==> src/rtl/rsc_pkg.sv <==
// shared constants and codes for the resizing stack
package rsc_pkg;

  localparam int DEPTH_DEF  = 1024;
  localparam int DATA_W_DEF = 32;
  localparam int CFG_W      = 11;
  localparam int CAP_RESET  = 10;

  localparam logic [CFG_W-1:0] MIN_CAP_RESET = CFG_W'(CAP_RESET);

  typedef enum logic [1:0] {
    FN_PUSH = 2'd0,
    FN_POP  = 2'd1,
    FN_PEEK = 2'd2
  } func_t;

  typedef enum logic [1:0] {
    ST_OK    = 2'd0,
    ST_EMPTY = 2'd1,
    ST_FULL  = 2'd2
  } status_t;

  // one capacity check request to the policy unit
  typedef struct packed {
    logic check;
    logic is_push;
  } chk_req_t;

endpackage

==> src/rtl/rsc_policy.sv <==
// logical capacity policy: grow, shrink, resize count and peak
module rsc_policy
  import rsc_pkg::*;
#(
  parameter int DEPTH = DEPTH_DEF
) (
  input  logic                       clk,
  input  logic                       rst,
  input  chk_req_t                   req,
  input  logic [$clog2(DEPTH+1)-1:0] fill,
  input  logic [CFG_W-1:0]           min_cap,
  output logic [$clog2(DEPTH+1)-1:0] cap,
  output logic [31:0]                total,
  output logic [$clog2(DEPTH+1)-1:0] peak
);

  localparam int CW = $clog2(DEPTH+1);

  logic [CW-1:0] level;
  logic [CW-1:0] lo;
  logic [CW-1:0] half;
  logic [CW:0]   grown_raw;
  logic [CW-1:0] grown;
  logic          do_grow;
  logic          do_shrink;
  logic [CW-1:0] cap_next;
  logic [CW-1:0] peak_next;
  logic [31:0]   total_next;

  always_comb begin
    // a push checks against the count after storing, a pop before removing
    level = req.is_push ? fill + CW'(1) : fill;

    if (min_cap == '0) begin
      lo = CW'(1);
    end else if (32'(min_cap) > 32'(DEPTH)) begin
      lo = CW'(DEPTH);
    end else begin
      lo = CW'(min_cap);
    end

    half      = cap >> 1;
    grown_raw = {1'b0, cap} + {1'b0, half};
    grown     = (grown_raw > (CW+1)'(DEPTH)) ? CW'(DEPTH) : grown_raw[CW-1:0];

    do_grow   = 1'b0;
    do_shrink = 1'b0;
    if (req.check) begin
      if (level >= cap) begin
        do_grow = (grown != cap);
      end else begin
        do_shrink = (level != '0) && ((level - CW'(1)) < half) && (cap > lo);
      end
    end

    cap_next   = cap;
    peak_next  = peak;
    total_next = total;
    if (do_grow) begin
      cap_next  = grown;
      peak_next = (grown > peak) ? grown : peak;
    end else if (do_shrink) begin
      cap_next = (half < lo) ? lo : half;
    end
    if ((do_grow || do_shrink) && (total != '1)) begin
      total_next = total + 32'd1;
    end
  end

  always_ff @(posedge clk) begin
    if (rst) begin
      cap   <= CW'(CAP_RESET);
      peak  <= CW'(CAP_RESET);
      total <= '0;
    end else begin
      cap   <= cap_next;
      peak  <= peak_next;
      total <= total_next;
    end
  end

endmodule

==> config.mk <==
export PLATFORM = sky130hd
export DESIGN_NAME = rsc_policy
export DESIGN_NICKNAME = d
export VERILOG_FILES = /design/src/rtl/rsc_pkg.sv /design/src/rtl/rsc_policy.sv
export SDC_FILE = /design/constraint.sdc
export NUM_CORES = 1
export LEC_CHECK = 0
export ABC_AREA = 0
export BUFFER_PORTS_ARGS = -buffer_cell sky130_fd_sc_hd__buf_4
export CAP_MARGIN = 20
export CORE_MARGIN = 3
export CORE_UTILIZATION = 50
export DETAILED_ROUTE_END_ITERATION = 8
export GPL_ROUTABILITY_DRIVEN = 0
export PLACE_DENSITY = 0.75
export SYNTH_ARGS = -nofsm -noshare
export SYNTH_HDL_FRONTEND = slang
export SYNTH_SLANG_ARGS = --single-unit
==> constraint.sdc <==
create_clock -name clk -period 8.56 [get_ports clk]
set_input_delay 2.14 -clock clk [delete_from_list [all_inputs] [get_ports clk]]
set_output_delay 2.14 -clock clk [all_outputs]
set_load 0.05 [all_outputs]
==> impl_metrics.ini <==
[yosys]
synth_ff_type = dfxtp_1
synth-edff-count = 0
syn-num-nets = 741
yosysSeqAreaShare_pct = 20.80
yosysUniqueCellTypes = 70
async_reset_ff_share_pct = 0
synth.avg_cell_area_um2 = 8.021
syn_inst = 648
ys_ff_latch = 54
yosys_warnings = 0
netlist_area_um2 = 5197

[critical_path]
cp.required_ns = 8.78
arrival_ns = 6.92
max_stage_delay_ns = 0.64
cp_max_fo = 44
slowest_stage = nor4b_4
crit_top_cell = ha_1
critPathCaptureType = flop
path_cells = buf_4 > ha_1 > mux2_2 > inv_1 > ha_1 > nand3_1 > or3_1 > a21o_1 > xnor2_1 > ha_1 > a21oi_1 > o22ai_1 > or4_1 > nor4b_4 > o21ai_4 > nor4_1 > mux2_1
critPathKind = primary input to flop
critPathLaunch = fill[0]
start_kind = primary input
crit-reg2reg-launch = cap[2]

[cts]
cts_root_buffer = clkbuf_8
cts_setup_buffers = 0
clock_sinks = 54
clkTransAtPathRegs_ns = 0.12
cts_tree = yes
ctsHtreeMaxLevel = 2
cts-resized-gates = 0
hold_buffers = 0
cts_buffers = 5
cts_max_path_buffers = 2
worstSkewPairLatency_ns = 0.32

[floorplanning]
die_h_um = 108.0
io_pins = 80
design.die.area_um2 = 11650
rows = 36
core_um2 = 9955
start_util_pct = 52.21
die_x_um = 108.0

[sta]
setup_viol = 0
period_minus_slack_ns = 6.700
maxSlewViolCount = 0
rsz0062_at_grt = no
worstMarginPinSlew_ns = 0.9753
final_hold_viol_count = 0
finalSetupTns_ns = 0
fin_crit_sh_pct = 78.27
skew_ns = 0.008737
fmax_ghz = 0.1493
max_slew_margin_pct = 34.74
setup_ws_ns = 1.860

[detailed_routing]
wl_mm = 13.59
ant_nets = 0
first_pass_iters = 5
viasPerCell = 6.028
routed-via-count = 5094
drc = 0
wl_per_cell_um = 16.08
drtIter0Drc = 365

[min_path]
min-delay-start = total[8]
min_path_type = flop to flop

[run_status]
outcome = finished, final reports clean

[layout]
antenna_cells = 0
fillCellCount = 917
syn_to_final_growth_pct = 14.32
layout-drive-gt1-share_pct = 16.57
final_nets = 804
final_core_util_pct = 59.69
design_area_um2 = 5942

[pwr]
finalPower_mw = 1.123
cellPowerDensity_nw_per_um2 = 189.1
ir_worst_vdd_v = 0.0001651
p_leak_nw = 2.532

[placed_design]
pre_cts_ws_ns = 1.583
placed_area_um2 = 5844
hpwlAfterDp_mm = 10.59
port_buffers = 79

[global_routing]
grt_antenna_before_repair = 0
grt_overflow = 0
grt_max_degree = 62
grt_pass1_wl_mm = 22.49
grt_usage_pct = 23.30
grt_pass1_vias = 4799

[run]
maxCapViolCount = 0
==> final timing paths <==
kind / endpoint / slack [ns] / depth (start not counted)
hold / removal: total[8] / 0.52 / 2
setup / recovery: total[27] / 1.86 / 17
setup reg to reg: peak[2] / 3.45 / 20
hold reg to reg: total[8] / 0.52 / 2
==> layout make-up <==
class / count / area, um2 / area share (%)
clock buffers: 5 / 68.82 / 1.158
clock inverters: 3 / 28.78 / 0.4843
inverters: 39 / 146.4 / 2.464
multi-input cells: 530 / 3842 / 64.67
flip-flops and latches: 54 / 1081 / 18.19
well taps: 133 / 166.4 / 2.801
repair buffers: 81 / 608.1 / 10.23
==> state kept, by name (all words and copies together), names as in the netlist <==
signal	cells
peak	11
cap	11
total	32
==> cells in the mapped netlist, types with 3 or more instances <==
master	n	area (um2)
nor3_2	3	30.03
o21ai_0	29	145.1
mux2_2	8	90.09
inv_1	38	142.6
dfxtp_1	54	1081
o21a_1	7	52.55
mux2_1	7	78.83
buf_4	4	30.03
a221o_1	3	30.03
o22ai_1	5	31.28
a21o_1	11	82.58
o32ai_1	4	35.03
a211oi_1	5	37.54
and2_1	5	31.28
nor4_1	7	43.79
clkbuf_1	15	56.30
xor2_1	15	131.4
o211ai_1	6	45.04
and4_1	4	35.03
nor3_1	16	80.08
buf_2	3	15.01
o2111ai_1	5	43.79
and3_1	11	68.82
nor2_1	49	183.9
xnor2_1	17	148.9
o21bai_1	3	22.52
or2_2	4	25.02
nand4_1	15	93.84
nand2b_1	9	56.30
nand3_1	21	105.1
or4_1	10	75.07
nand2_1	50	187.7
mux2i_1	18	180.2
nor2b_1	22	137.6
o31ai_1	5	37.54
a21oi_1	42	210.2
ha_1	66	825.8
or3_1	12	75.07
==> worst max-delay path: cells and delay by family <==
kind,cells,cell delay [ns]
fa+ha+maj,3,0.80
xor+xnor,1,0.14
buf+inv,2,0.19
compound gates,4,0.91
mux,2,0.65
simple gates,5,2.10
==> kinds of logic after synthesis <==
kind of cell / Yosys count / share of synthesized area, %
buf+inv: 64 / 5.272
simple gates: 250 / 26.12
xor+xnor: 34 / 6.018
mux: 33 / 6.717
flops: 54 / 20.80
fa+ha+maj: 67 / 16.27
compound gates: 146 / 18.80
==> metal layers <==
layer  share of wire [%]  GRT usage, %  vias up
met4                 1.8         6.041        0
li1                    -             -     2496
met2                  47         39.52      197
met1                  44         31.14     2376
met3                 7.0         3.284       25
met5                   0             0        -
==> layout by cell type, fill, tap and decap left out, types with 16 or more instances in the layout <==
master	count
nor2_1	49
inv_1	38
ha_1	66
nor2b_1	22
xnor2_1	17
o21ai_0	29
a21oi_1	42
buf_4	81
nand2_1	50
mux2i_1	18
nand3_1	21
dfxtp_1	54
nor3_1	16
==> metrics by stage <==
step | cells | hold WS, ns
final | 845 | 0.5186
after global routing | 845 | 0.5503
after CTS | 845 | 0.5166
after detailed placement | 837 | 0.4976
after global placement | 837 | 0.4867
after floorplan | 648 | 0.7119
==> power breakdown <==
| part | switching [mW] | leakage, nW | total (mW) | internal [mW] |
|---|---|---|---|---|
| clock network | 0.0982 | 0.0506 | 0.160 | 0.0615 |
| logic | 0.394 | 2.04 | 0.653 | 0.259 |
| registers | 0.0391 | 0.437 | 0.311 | 0.272 |
| total | 0.531 | 2.53 | 1.12 | 0.592 |
Power figures use the tool's default switching activity.
